$ cat src/hill_cipher_2x2_macros.svh
// Assertion helpers shared by the cipher RTL.
// Each macro expands to one labeled concurrent assertion on clk_i with
// the active-low reset masking the check.
`ifndef HILL_CIPHER_2X2_MACROS_SVH
`define HILL_CIPHER_2X2_MACROS_SVH

// Same-cycle implication.
`define HC2_ASSERT_IMP(lbl, ante, cons, msg) \
  lbl: assert property (@(posedge clk_i) disable iff (!rst_ni) (ante) |-> (cons)) \
    else $error(msg);

// Next-cycle implication.
`define HC2_ASSERT_NXT(lbl, ante, cons, msg) \
  lbl: assert property (@(posedge clk_i) disable iff (!rst_ni) (ante) |=> (cons)) \
    else $error(msg);

`endif

$ cat src/hc2_pkg.sv
`default_nettype none

package hc2_pkg;

  // Letter arithmetic
  localparam int unsigned LETTER_W = 5;
  localparam int unsigned SUM_W    = 10;
  localparam logic [LETTER_W-1:0] MODULUS    = 5'd26;
  localparam logic [LETTER_W-1:0] PAD_LETTER = 5'd23;

  // floor(x / 26) == (x * RECIP_26) >> RECIP_SHIFT for every x below 651
  localparam logic [11:0] RECIP_26    = 12'd2521;
  localparam int unsigned RECIP_SHIFT = 16;

  // Configuration register indexes
  localparam int unsigned CFG_IDX_W = 3;
  localparam logic [CFG_IDX_W-1:0] REG_KEY_R0C0     = 3'd0;
  localparam logic [CFG_IDX_W-1:0] REG_KEY_R0C1     = 3'd1;
  localparam logic [CFG_IDX_W-1:0] REG_KEY_R1C0     = 3'd2;
  localparam logic [CFG_IDX_W-1:0] REG_KEY_R1C1     = 3'd3;
  localparam logic [CFG_IDX_W-1:0] REG_DECRYPT_MODE = 3'd4;

  typedef enum logic [1:0] {
    ST_IDLE,
    ST_MUL,
    ST_RED,
    ST_DONE
  } hc2_state_e;

  // Micro-steps of one pair; encrypt runs the first four, decrypt all eight unless the key has no inverse
  typedef enum logic [2:0] {
    STEP_0,
    STEP_1,
    STEP_2,
    STEP_3,
    STEP_4,
    STEP_5,
    STEP_6,
    STEP_7
  } hc2_step_e;

  // Controls of the shared multiply-accumulate unit
  typedef struct packed {
    logic mul;  // capture base + a*b
    logic red;  // reduce captured sum mod 26 into the accumulator
    logic clr;  // base is zero instead of the accumulator
  } hc2_mac_ctl_t;

  // Fold a 5-bit value into 0..25
  function automatic logic [LETTER_W-1:0] hc2_red5(input logic [LETTER_W-1:0] x);
    return (x >= MODULUS) ? (x - MODULUS) : x;
  endfunction

  // Inverse of d mod 26 for d in 0..25, zero when d shares a factor with 26
  function automatic logic [LETTER_W-1:0] hc2_det_inv(input logic [LETTER_W-1:0] d);
    logic [LETTER_W-1:0] r;
    case (d)
      5'd1:    r = 5'd1;
      5'd3:    r = 5'd9;
      5'd5:    r = 5'd21;
      5'd7:    r = 5'd15;
      5'd9:    r = 5'd3;
      5'd11:   r = 5'd19;
      5'd15:   r = 5'd7;
      5'd17:   r = 5'd23;
      5'd19:   r = 5'd11;
      5'd21:   r = 5'd5;
      5'd23:   r = 5'd17;
      5'd25:   r = 5'd25;
      default: r = 5'd0;
    endcase
    return r;
  endfunction

endpackage

`default_nettype wire

$ cat src/hc2_mac.sv
`default_nettype none

module hc2_mac (
  input  wire logic                              clk_i,
  input  wire hc2_pkg::hc2_mac_ctl_t             ctl_i,
  input  wire logic [hc2_pkg::LETTER_W-1:0]      op_a_i,
  input  wire logic [hc2_pkg::LETTER_W-1:0]      op_b_i,
  output logic      [hc2_pkg::LETTER_W-1:0]      acc_o
);

  logic [hc2_pkg::LETTER_W-1:0] a_red;
  logic [hc2_pkg::LETTER_W-1:0] b_red;
  logic [hc2_pkg::SUM_W-1:0]    prod;
  logic [hc2_pkg::SUM_W-1:0]    base;
  logic [hc2_pkg::SUM_W-1:0]    sum_d;
  logic [hc2_pkg::SUM_W-1:0]    sum_q;
  logic [21:0]                  scaled;
  logic [hc2_pkg::LETTER_W-1:0] quot;
  logic [hc2_pkg::SUM_W-1:0]    quot_x26;
  logic [hc2_pkg::SUM_W-1:0]    rem;
  logic [hc2_pkg::LETTER_W-1:0] acc_q;

  // Multiply phase: fold operands, multiply, add base
  assign a_red = hc2_pkg::hc2_red5(op_a_i);
  assign b_red = hc2_pkg::hc2_red5(op_b_i);
  assign prod  = {5'b0, a_red} * {5'b0, b_red};
  assign base  = ctl_i.clr ? '0 : {5'b0, acc_q};
  assign sum_d = base + prod;

  // Reduce phase: quotient by reciprocal, remainder is exact
  assign scaled   = {12'b0, sum_q} * {10'b0, hc2_pkg::RECIP_26};
  assign quot     = scaled[hc2_pkg::RECIP_SHIFT +: hc2_pkg::LETTER_W];
  assign quot_x26 = {5'b0, quot} * {5'b0, hc2_pkg::MODULUS};
  assign rem      = sum_q - quot_x26;

  always_ff @(posedge clk_i) begin
    if (ctl_i.mul) begin
      sum_q <= sum_d;
    end
    if (ctl_i.red) begin
      acc_q <= rem[hc2_pkg::LETTER_W-1:0];
    end
  end

  assign acc_o = acc_q;

endmodule

`default_nettype wire

$ cat src/hill_cipher_2x2.sv
// First letter of a pair: stored in a holding register, no result.
// Each multiply-accumulate step of the shared unit has two phases (multiply, reduce).
// The input stalls while a pair is computed and until the two-entry result buffer drains.
// Reset clears the key to zero, selects encrypt and drops any half pair.
`default_nettype none
`include "hill_cipher_2x2_macros.svh"

module hill_cipher_2x2 (
  input  wire logic                               clk_i,
  input  wire logic                               rst_ni,
  // configuration
  input  wire logic                               cfg_we_i,
  input  wire logic [hc2_pkg::CFG_IDX_W-1:0]      cfg_idx_i,
  input  wire logic [hc2_pkg::LETTER_W-1:0]       cfg_wdata_i,
  // input letters
  input  wire logic                               in_valid_i,
  output logic                                    in_stall_o,
  input  wire logic [hc2_pkg::LETTER_W-1:0]       letter_in_i,
  input  wire logic                               message_last_i,
  // output letters
  output logic                                    out_valid_o,
  input  wire logic                               out_stall_i,
  output logic      [hc2_pkg::LETTER_W-1:0]       letter_out_o,
  output logic                                    pair_last_o,
  output logic                                    message_end_o,
  output logic                                    key_error_o
);

  localparam int unsigned LW = hc2_pkg::LETTER_W;

  hc2_pkg::hc2_state_e   state_q, state_d;
  hc2_pkg::hc2_step_e    step_q, step_d;
  hc2_pkg::hc2_step_e    last_step;
  hc2_pkg::hc2_mac_ctl_t mac_ctl;

  logic [LW-1:0] key00_q, key01_q, key10_q, key11_q;
  logic          dec_q;
  logic [LW-1:0] held_q, held_d;
  logic          half_q, half_d;
  logic [LW-1:0] p0_q, p0_d, p1_q, p1_d;
  logic          end_q, end_d;
  logic          err_q, err_d;
  logic [LW-1:0] inv_q, inv_d;
  logic [LW-1:0] res0_q, res0_d;
  logic [LW-1:0] op_a, op_b;
  logic [LW-1:0] acc;
  logic [LW-1:0] neg01, neg10;
  logic [LW-1:0] det_inv;

  logic [1:0]    ob_cnt_q, ob_cnt_d;
  logic [LW-1:0] ob_l0_q, ob_l1_q;
  logic          ob_end_q, ob_err_q;
  logic          ob_load;
  logic          accept, pop, ob_first;

  // Configuration registers
  always_ff @(posedge clk_i or negedge rst_ni) begin
    if (!rst_ni) begin
      key00_q <= '0;
      key01_q <= '0;
      key10_q <= '0;
      key11_q <= '0;
      dec_q   <= 1'b0;
    end else if (cfg_we_i) begin
      case (cfg_idx_i)
        hc2_pkg::REG_KEY_R0C0:     key00_q <= cfg_wdata_i;
        hc2_pkg::REG_KEY_R0C1:     key01_q <= cfg_wdata_i;
        hc2_pkg::REG_KEY_R1C0:     key10_q <= cfg_wdata_i;
        hc2_pkg::REG_KEY_R1C1:     key11_q <= cfg_wdata_i;
        hc2_pkg::REG_DECRYPT_MODE: dec_q   <= cfg_wdata_i[0];
        default: ;
      endcase
    end
  end

  // Shared multiply-accumulate unit
  hc2_mac u_mac (
    .clk_i  (clk_i),
    .ctl_i  (mac_ctl),
    .op_a_i (op_a),
    .op_b_i (op_b),
    .acc_o  (acc)
  );

  assign neg01   = hc2_pkg::MODULUS - hc2_pkg::hc2_red5(key01_q);
  assign neg10   = hc2_pkg::MODULUS - hc2_pkg::hc2_red5(key10_q);
  assign det_inv = hc2_pkg::hc2_det_inv(acc);
  assign last_step = dec_q ? hc2_pkg::STEP_7 : hc2_pkg::STEP_3;

  // Operand select per micro-step
  always_comb begin
    op_a    = '0;
    op_b    = '0;
    mac_ctl = '0;
    if (dec_q) begin
      case (step_q)
        hc2_pkg::STEP_0: begin op_a = key00_q; op_b = key11_q; mac_ctl.clr = 1'b1; end
        hc2_pkg::STEP_1: begin op_a = neg01;   op_b = key10_q; end
        hc2_pkg::STEP_2: begin op_a = p0_q;    op_b = key11_q; mac_ctl.clr = 1'b1; end
        hc2_pkg::STEP_3: begin op_a = p1_q;    op_b = neg10;   end
        hc2_pkg::STEP_4: begin op_a = acc;     op_b = inv_q;   mac_ctl.clr = 1'b1; end
        hc2_pkg::STEP_5: begin op_a = p0_q;    op_b = neg01;   mac_ctl.clr = 1'b1; end
        hc2_pkg::STEP_6: begin op_a = p1_q;    op_b = key00_q; end
        hc2_pkg::STEP_7: begin op_a = acc;     op_b = inv_q;   mac_ctl.clr = 1'b1; end
        default: ;
      endcase
    end else begin
      case (step_q)
        hc2_pkg::STEP_0: begin op_a = p0_q; op_b = key00_q; mac_ctl.clr = 1'b1; end
        hc2_pkg::STEP_1: begin op_a = p1_q; op_b = key10_q; end
        hc2_pkg::STEP_2: begin op_a = p0_q; op_b = key01_q; mac_ctl.clr = 1'b1; end
        hc2_pkg::STEP_3: begin op_a = p1_q; op_b = key11_q; end
        default: ;
      endcase
    end
    mac_ctl.mul = (state_q == hc2_pkg::ST_MUL);
    mac_ctl.red = (state_q == hc2_pkg::ST_RED);
  end

  assign in_stall_o = (state_q != hc2_pkg::ST_IDLE);
  assign accept     = in_valid_i && !in_stall_o;
  assign pop        = out_valid_o && !out_stall_i;

  // Sequencer: pairing, micro-steps, hand-off to the result buffer
  always_comb begin
    state_d  = state_q;
    step_d   = step_q;
    held_d   = held_q;
    half_d   = half_q;
    p0_d     = p0_q;
    p1_d     = p1_q;
    end_d    = end_q;
    err_d    = err_q;
    inv_d    = inv_q;
    res0_d   = res0_q;
    ob_load  = 1'b0;
    ob_cnt_d = ob_cnt_q - {1'b0, pop};
    case (state_q)
      hc2_pkg::ST_IDLE: begin
        if (accept) begin
          if (half_q) begin
            p0_d    = held_q;
            p1_d    = letter_in_i;
            end_d   = message_last_i;
            half_d  = 1'b0;
            held_d  = '0;
            err_d   = 1'b0;
            step_d  = hc2_pkg::STEP_0;
            state_d = hc2_pkg::ST_MUL;
          end else if (message_last_i) begin
            half_d = 1'b0;
            held_d = '0;
            // odd final letter: pad when encrypting, drop when decrypting
            if (!dec_q) begin
              p0_d    = letter_in_i;
              p1_d    = hc2_pkg::PAD_LETTER;
              end_d   = 1'b1;
              err_d   = 1'b0;
              step_d  = hc2_pkg::STEP_0;
              state_d = hc2_pkg::ST_MUL;
            end
          end else begin
            held_d = letter_in_i;
            half_d = 1'b1;
          end
        end
      end
      hc2_pkg::ST_MUL: begin
        state_d = hc2_pkg::ST_RED;
        // first result letter is final once the second column starts
        if ((dec_q && step_q == hc2_pkg::STEP_5) || (!dec_q && step_q == hc2_pkg::STEP_2)) begin
          res0_d = acc;
        end
        // determinant is ready: look up its inverse, bail out if none
        if (dec_q && step_q == hc2_pkg::STEP_2) begin
          inv_d = det_inv;
          if (det_inv == '0) begin
            err_d   = 1'b1;
            state_d = hc2_pkg::ST_DONE;
          end
        end
      end
      hc2_pkg::ST_RED: begin
        if (step_q == last_step) begin
          state_d = hc2_pkg::ST_DONE;
        end else begin
          step_d  = hc2_pkg::hc2_step_e'(step_q + 3'd1);
          state_d = hc2_pkg::ST_MUL;
        end
      end
      hc2_pkg::ST_DONE: begin
        // wait until the result buffer is empty, then load both letters
        if (ob_cnt_q == 2'd0) begin
          ob_load  = 1'b1;
          ob_cnt_d = 2'd2;
          state_d  = hc2_pkg::ST_IDLE;
        end
      end
      default: state_d = hc2_pkg::ST_IDLE;
    endcase
  end

  // Control registers
  always_ff @(posedge clk_i or negedge rst_ni) begin
    if (!rst_ni) begin
      state_q  <= hc2_pkg::ST_IDLE;
      step_q   <= hc2_pkg::STEP_0;
      half_q   <= 1'b0;
      held_q   <= '0;
      ob_cnt_q <= 2'd0;
    end else begin
      state_q  <= state_d;
      step_q   <= step_d;
      half_q   <= half_d;
      held_q   <= held_d;
      ob_cnt_q <= ob_cnt_d;
    end
  end

  // Datapath registers
  always_ff @(posedge clk_i) begin
    p0_q   <= p0_d;
    p1_q   <= p1_d;
    end_q  <= end_d;
    err_q  <= err_d;
    inv_q  <= inv_d;
    res0_q <= res0_d;
    if (ob_load) begin
      ob_l0_q  <= err_q ? '0 : res0_q;
      ob_l1_q  <= err_q ? '0 : acc;
      ob_end_q <= end_q;
      ob_err_q <= err_q;
    end
  end

  // Result buffer: two beats, first letter then second
  assign ob_first      = (ob_cnt_q == 2'd2);
  assign out_valid_o   = (ob_cnt_q != 2'd0);
  assign letter_out_o  = ob_first ? ob_l0_q : ob_l1_q;
  assign pair_last_o   = !ob_first;
  assign message_end_o = !ob_first && ob_end_q;
  assign key_error_o   = ob_err_q;

  `HC2_ASSERT_NXT(a_red_next, state_q == hc2_pkg::ST_RED,
    state_q == hc2_pkg::ST_MUL || state_q == hc2_pkg::ST_DONE, "reduce step went astray")
  `HC2_ASSERT_NXT(a_done_load, state_q == hc2_pkg::ST_DONE && ob_cnt_q == 2'd0,
    ob_cnt_q == 2'd2 && state_q == hc2_pkg::ST_IDLE, "pair not handed to result buffer")
  `HC2_ASSERT_IMP(a_err_zero, out_valid_o && key_error_o,
    letter_out_o == '0, "bad key beat carries a nonzero letter")
  `HC2_ASSERT_IMP(a_enc_steps, state_q != hc2_pkg::ST_IDLE && !dec_q,
    step_q <= hc2_pkg::STEP_3, "encrypt ran past its last step")

endmodule

`default_nettype wire
$ cat config.mk
export PLATFORM = sky130hd
export DESIGN_NAME = hill_cipher_2x2
export DESIGN_NICKNAME = d
export VERILOG_FILES = /design/src/hc2_pkg.sv /design/src/hc2_mac.sv /design/src/hill_cipher_2x2.sv
export VERILOG_INCLUDE_DIRS = /design/src /design/src/src
export SDC_FILE = /design/constraint.sdc
export NUM_CORES = 1
export LEC_CHECK = 0
export BUFFER_PORTS_ARGS = -buffer_cell sky130_fd_sc_hd__buf_2
export CORE_MARGIN = 10
export CORE_UTILIZATION = 36
export DETAILED_ROUTE_END_ITERATION = 8
export GPL_ROUTABILITY_DRIVEN = 0
export PLACE_DENSITY_LB_ADDON = 0.1
export REMOVE_ABC_BUFFERS = 1
export SKIP_LAST_GASP = 1
export SYNTH_ARGS = -nofsm -noshare
export SYNTH_HDL_FRONTEND = slang
export SYNTH_SLANG_ARGS = --single-unit
export TNS_END_PERCENT = 50
$ cat constraint.sdc
create_clock -name clk_i -period 12.1 [get_ports clk_i]
set_input_delay 0 -clock clk_i [delete_from_list [all_inputs] [get_ports clk_i]]
set_output_delay 0 -clock clk_i [all_outputs]
set_load 0.02 [all_outputs]
==> run summary, run 1 <==
status - finished, final reports clean
clk slew on worst S/H paths - 0.08 ns
HPWL Detailed - 14,500 um
Synth Area per Inst - 9.88 um^2
clk_skew - 0.00923 ns
flops & latches, synth - 88
capturing point of the worst reg2reg path - det_inv[4]
largest net degree at the start of global routing - 35
Relative slew margins - 0.358
Layout area overhead - 10.9%
CTS Buf Count - 9
register area share after synthesis - 0.315
EDFF count, synth - 49
CTS resizes - 0
WP data required - 12.33 ns
CTS tree - yes
Pre-antenna DRT Iters - 7
Worst setup EP type - register
initial drt markers - 425
GR Layer Usage met1 - 0.171
Worst setup SP type - register
Reg2Reg Depth - 25
# hold bufs at CTS - 12
# diodes - 0
Die X - 166 um
Die H - 166 um
area of the mapped netlist - 7700 um^2
Ys Warns - 0
Async SR Flop Fraction - 0.386
r2r startpoint - u_mac.sum_q[5]
critical path peak fanout - 7
initial antenna violation count - 0
HP Start - cfg_idx_i[2]
vias - 5,743
Die ar. - 27,600 um^2
Hold Path Depth - 3
FP Rows - 53
clk buf depth - 2
grt ovf - 0
drt wl/cell - 16.7 um
Post-DRT Antenna Nets - 0
# Post-CTS Setup Buffers - 0
Detailed Route WL - 18,200 um
Worst Setup Path Type - reg -> reg
multi-input logic area - 4840 um^2
clk_lat worst skew - 0.35 ns
I/O pins - 29
Worst EP arrival - 7.05 ns
hold slack - 0.0411 ns
Syn Inst Count - 779
Final Hold Vio Count - 0
hold path endpoint - dec_q
area post-placement - 8110 um^2
flop-to-flop setup slack - 5.28 ns
max-slew violations - 0
Setup TNS - 0 ns
Core Area - 21,000 um^2
Period Utilization, post-route - 0.564
global-route usage over all layers - 0.132
Yosys cell types - 68
H-tree Lvls - 3
# setup viols final - 0
RSZ-0062 raised after global routing - no
worst hold path class - in -> reg
Reg area - 2420 um^2
layout cells sized above 1 - 0.104
Max-Cap Viols - 0
Tmin final - 6.82 ns
Slew @ Worst Pin - 0.954 ns
met2 GRT Util - 0.221
Initial Util - 0.366
Layout fillers - 2,047
final instance area - 8530 um^2
Top FF cell, synth - edfxtp_1
M3 GR Usage - 0.0267
global-route wire length before repair - 30,600 um
drt drc - 0
vias in the first global route - 5,897
busiest layer in global routing - met2
I/O Buffers - 28
Layout Nets - 969
f_max - 147 MHz
vias per cell - 5.27
Sink Count - 88
Root Buffer - clkbuf_16
==> worst max-delay path: stages (launching register included) <==
cell and delay, ns:
edfxtp_1 0.51, fa_1 0.57, inv_1 0.05, fa_1 0.47, fa_1 0.55, inv_1 0.05
fa_1 0.48, ha_1 0.31, ha_1 0.32, o21a_1 0.13, o211ai_1 0.08, a32o_1 0.23
a41oi_1 0.33, a21o_1 0.19, xor2_1 0.19, ha_1 0.26, inv_1 0.06, ha_1 0.24
xnor2_1 0.36, nor2_1 0.10, a21oi_1 0.38, nor4_1 0.11, a21oi_1 0.15, nor2_1 0.05
a2111oi_0 0.44, a211oi_1 0.09
==> logic make-up after synthesis <==
logic type,synth area share
AOI/OAI and AO/OA,0.152
DFF,0.315
xor gates and xnor gates,0.0307
adders and majority gates,0.272
and+or+nand+nor,0.125
buffers and inverters,0.0566
muxes,0.0488
==> Yosys cell counts, drive strengths merged, types with 13 or more instances <==
cell type	instances	share of area
a21oi	41	0.027
dfrtp	34	0.11
a22oi	14	0.014
nand3	13	0.0085
ha	94	0.15
o21ai	45	0.029
inv	93	0.045
fa	46	0.12
nor2	42	0.020
mux2	28	0.041
xnor2	18	0.020
clkbuf	20	0.0098
nor2b	18	0.015
nand2b	16	0.013
nand2	72	0.035
edfxtp	49	0.19
==> through the flow <==
step           utilization  setup WS [ns]  instances
6_report             0.406           5.28       1090
5_1_grt              0.406           4.78       1090
4_1_cts              0.406           5.34       1090
3_5_place_dp         0.386           5.37       1062
3_3_place_gp         0.386           5.50       1062
2_1_floorplan            -           5.89        757
==> registers in the layout, summed over array words and instances (netlist names), 2 cells and up <==
register / cells
inv_q: 5
res0_q: 5
ob_cnt_q: 2
key10_q: 5
p0_q: 5
step_q: 3
u_mac.sum_q: 10
key01_q: 5
key11_q: 5
held_q: 5
state_q: 2
u_mac.acc_o: 5
p1_q: 5
ob_l0_q: 5
ob_l1_q: 5
key00_q: 5
det_inv: 5
==> cells in the final DEF, fill, tap and decap left out, types with 4 or more instances in the layout <==
cell and n:
xor2_1 9, inv_1 92, nand3_1 13, mux2_2 28, dfrtp_1 34, edfxtp_1 49
dfxtp_1 5, ha_1 94, a222oi_1 6, dlygate4sd3_1 12, o21ai_0 42, nor3_1 5
a21o_1 5, a31oi_1 10, a21oi_1 40, a211oi_1 7, nor2_1 42, nand2b_1 16
a221oi_1 5, xnor2_1 18, o21bai_1 4, mux2i_1 6, buf_2 28, nor2b_1 18
a22o_1 4, and2_1 10, fa_1 46, a22oi_1 14, clkbuf_16 9, nand2_1 72
==> layout make-up <==
cell class | count | area share
multi-input combinational | 575 | 0.567
sequential | 88 | 0.284
clock buffer | 9 | 0.0264
timing repair buffer | 42 | 0.0323
inverter | 94 | 0.0413
tap | 275 | 0.0403
clock inverter | 7 | 0.00880
==> routing by layer <==
metal  part of all wire  up-vias  wire length, um
li1                   -     2809                -
met1               0.46     2796             8420
met2               0.48      117             8810
met3              0.044       21              793
met4              0.011        0              197
met5                  0        -                0
==> worst max-delay path by stage <==
stage	slack [ns]	start	cells after the start	endpoint
global placement	5.50	u_mac.sum_q[5]	25	det_inv[4]
finish	5.28	u_mac.sum_q[5]	25	det_inv[4]
detailed placement	5.37	u_mac.sum_q[5]	25	det_inv[4]
floorplan	5.89	u_mac.sum_q[5]	25	det_inv[4]
CTS	5.34	u_mac.sum_q[5]	25	det_inv[4]
global route	4.78	u_mac.sum_q[5]	25	det_inv[4]
Power of run 1 is not shown: default switching activity piles up to over one toggle a cycle in this logic, so the estimate is an artifact.
==> run 2: changes to the inputs <==
clock period = 6.9 ns   (was 12.1 ns; I/O delays follow)
==> run 2 against run 1 <==
  * First-iteration DRC count rose by 8.0%
  * Routed wire length rose by 1.1%
  * Clock skew barely moved
  * Via count rose by 0.40%
  * Critical endpoint unchanged
  * Largest cell class unchanged
==> run summary, run 2 (synthesis gave the netlist of run 1 again) <==
status - finished, final reports clean
GR Layer Usage met1 - 0.169 (-0.00186)
Worst Setup Path Type - reg -> reg
Root Buffer - clkbuf_16
I/O pins - 29 (unchanged)
Reg with most FFs - u_mac.sum_q
# diodes - 0 (unchanged)
Sink Count - 88 (unchanged)
global-route wire length before repair - 30,100 um (-1.8%)
final core utilization - 0.409 (+0.00262)
initial antenna violation count - 0 (unchanged)
Layout area overhead - 11.6%
critical path peak fanout - 9 (+2)
hold slack - 0.0402 ns (-0.000978 ns)
Detailed Route WL - 18,400 um (+1.1%)
Core Area - 21,000 um^2 (unchanged)
layout cells sized above 1 - 0.114 (+0.0102)
busiest layer in global routing - met2
grt ovf - 0 (unchanged)
final instance area - 8590 um^2 (+0.65%)
hold path endpoint - dec_q
clk slew on worst S/H paths - 0.08 ns (about the same)
Final Hold Vio Count - 0 (unchanged)
worst hold path class - in -> reg
Relative slew margins - 0.306 (-0.0524)
most common cell after layout, fill and taps aside - ha_1
clk_skew - 0.00927 ns (+0.0000474 ns)
max reg flops - 10 (unchanged)
Max-Cap Viols - 0 (unchanged)
CTS tree - yes
# Post-CTS Setup Buffers - 0 (unchanged)
Initial Util - 0.366 (unchanged)
max-slew violations - 0 (unchanged)
met2 GRT Util - 0.223 (+0.00226)
Worst EP arrival - 6.74 ns (-0.31 ns)
Period Utilization, post-route - 0.944 (+0.380)
initial drt markers - 459 (+8.0%)
H-tree Lvls - 3 (unchanged)
r2r startpoint - u_mac.sum_q[5]
drt wl/cell - 16.8 um (+0.58%)
Layout fillers - 2,055 (+0.39%)
Die H - 166 um (unchanged)
HP Start - cfg_idx_i[2]
HPWL Detailed - 14,600 um (+1.0%)
largest net degree at the start of global routing - 35 (unchanged)
Worst setup EP type - register
CTS Buf Count - 9 (unchanged)
Slew @ Worst Pin - 1.03 ns (+0.0779 ns)
Pre-antenna DRT Iters - 6 (-1)
most frequent cells in the layout - ha_1, inv_1, nand2_1
global-route usage over all layers - 0.131 (-0.00129)
Layout Nets - 975 (+0.62%)
f_max - 154 MHz (+4.8%)
vias in the first global route - 5,837 (-1.0%)
clk_lat worst skew - 0.35 ns (about the same)
# setup viols final - 0 (unchanged)
Die ar. - 27,600 um^2 (unchanged)
WP data required - 7.12 ns (-5.21 ns)
Die X - 166 um (unchanged)
Hold Path Depth - 3 (unchanged)
I/O Buffers - 28 (unchanged)
M3 GR Usage - 0.0199 (-0.00686)
Reg2Reg Depth - 25 (unchanged)
flop-to-flop setup slack - 0.39 ns (-4.89 ns)
clk buf depth - 2 (unchanged)
vias per cell - 5.26 (-0.15%)
capturing point of the worst reg2reg path - det_inv[4]
Worst setup SP type - register
vias - 5,766 (+0.40%)
Tmin final - 6.51 ns (-0.312 ns)
Post-DRT Antenna Nets - 0 (unchanged)
drt drc - 0 (unchanged)
FP Rows - 53 (unchanged)
area post-placement - 8160 um^2 (+0.56%)
==> run 2: final cells by class <==
class	count	area, um^2	share of cell area
tap	275	344	0.0401
timing repair buffer	48	320	0.0373
multi-input combinational	575	4850	0.565
clock buffer	9	225	0.0262
inverter	94	353	0.0411
clock inverter	7	70.1	0.00816
sequential	88	2420	0.282
==> run 2: worst max-delay path by stage <==
stage                               from          to  depth (start not counted)
after global placement    u_mac.sum_q[5]  det_inv[4]                         24
final                     u_mac.sum_q[5]  det_inv[4]                         25
after CTS                 u_mac.sum_q[5]  det_inv[4]                         24
after global routing      u_mac.sum_q[5]  det_inv[4]                         25
after detailed placement  u_mac.sum_q[5]  det_inv[4]                         24
after floorplan           u_mac.sum_q[5]  det_inv[4]                         25
==> run 2: what timing repair did <==
| item | in CTS | in global routing |
|---|---|---|
| gates resized for setup | 0 | 3 |
| endpoints found under the setup margin | 0 | 2 |
| hold buffers | 12 | 0 |
| hold endpoints to repair | 71 | 0 |
==> run 2: worst max-delay path, cell delays in order, from the launching register on <==
cell and delay, ns:
edfxtp_1 0.51, fa_1 0.58, inv_1 0.05, fa_1 0.46, fa_1 0.55, inv_1 0.06
fa_1 0.47, ha_1 0.31, ha_1 0.32, a211oi_1 0.25, nor2_1 0.10, a31oi_1 0.16
o311ai_0 0.18, xor2_1 0.37, ha_1 0.21, inv_1 0.06, fa_1 0.48, buf_4 0.19
nand2_1 0.06, nand2_1 0.09, nand2_1 0.11, o21ai_0 0.08, a21oi_1 0.17, nor2_1 0.05
a2111oi_0 0.41, a211oi_1 0.10
==> run 2: through the flow <==
stage | setup slack, ns | cells | TNS, ns
6_report | 0.388 | 1096 | 0
5_1_grt | -0.00335 | 1096 | -0.00335
4_1_cts | 0.252 | 1096 | 0
3_5_place_dp | 0.286 | 1068 | 0
3_3_place_gp | 0.423 | 1068 | 0
2_1_floorplan | 0.695 | 757 | 0
==> run 2: metal layers <==
layer  share of wire  up-vias  wire length, um
met2            0.49      123             8950
met1            0.46     2809             8510
li1                -     2815                -
met5               0        -                0
met3           0.039       19              717
met4           0.014        0              249
Power of run 2 is left out for the same reason.
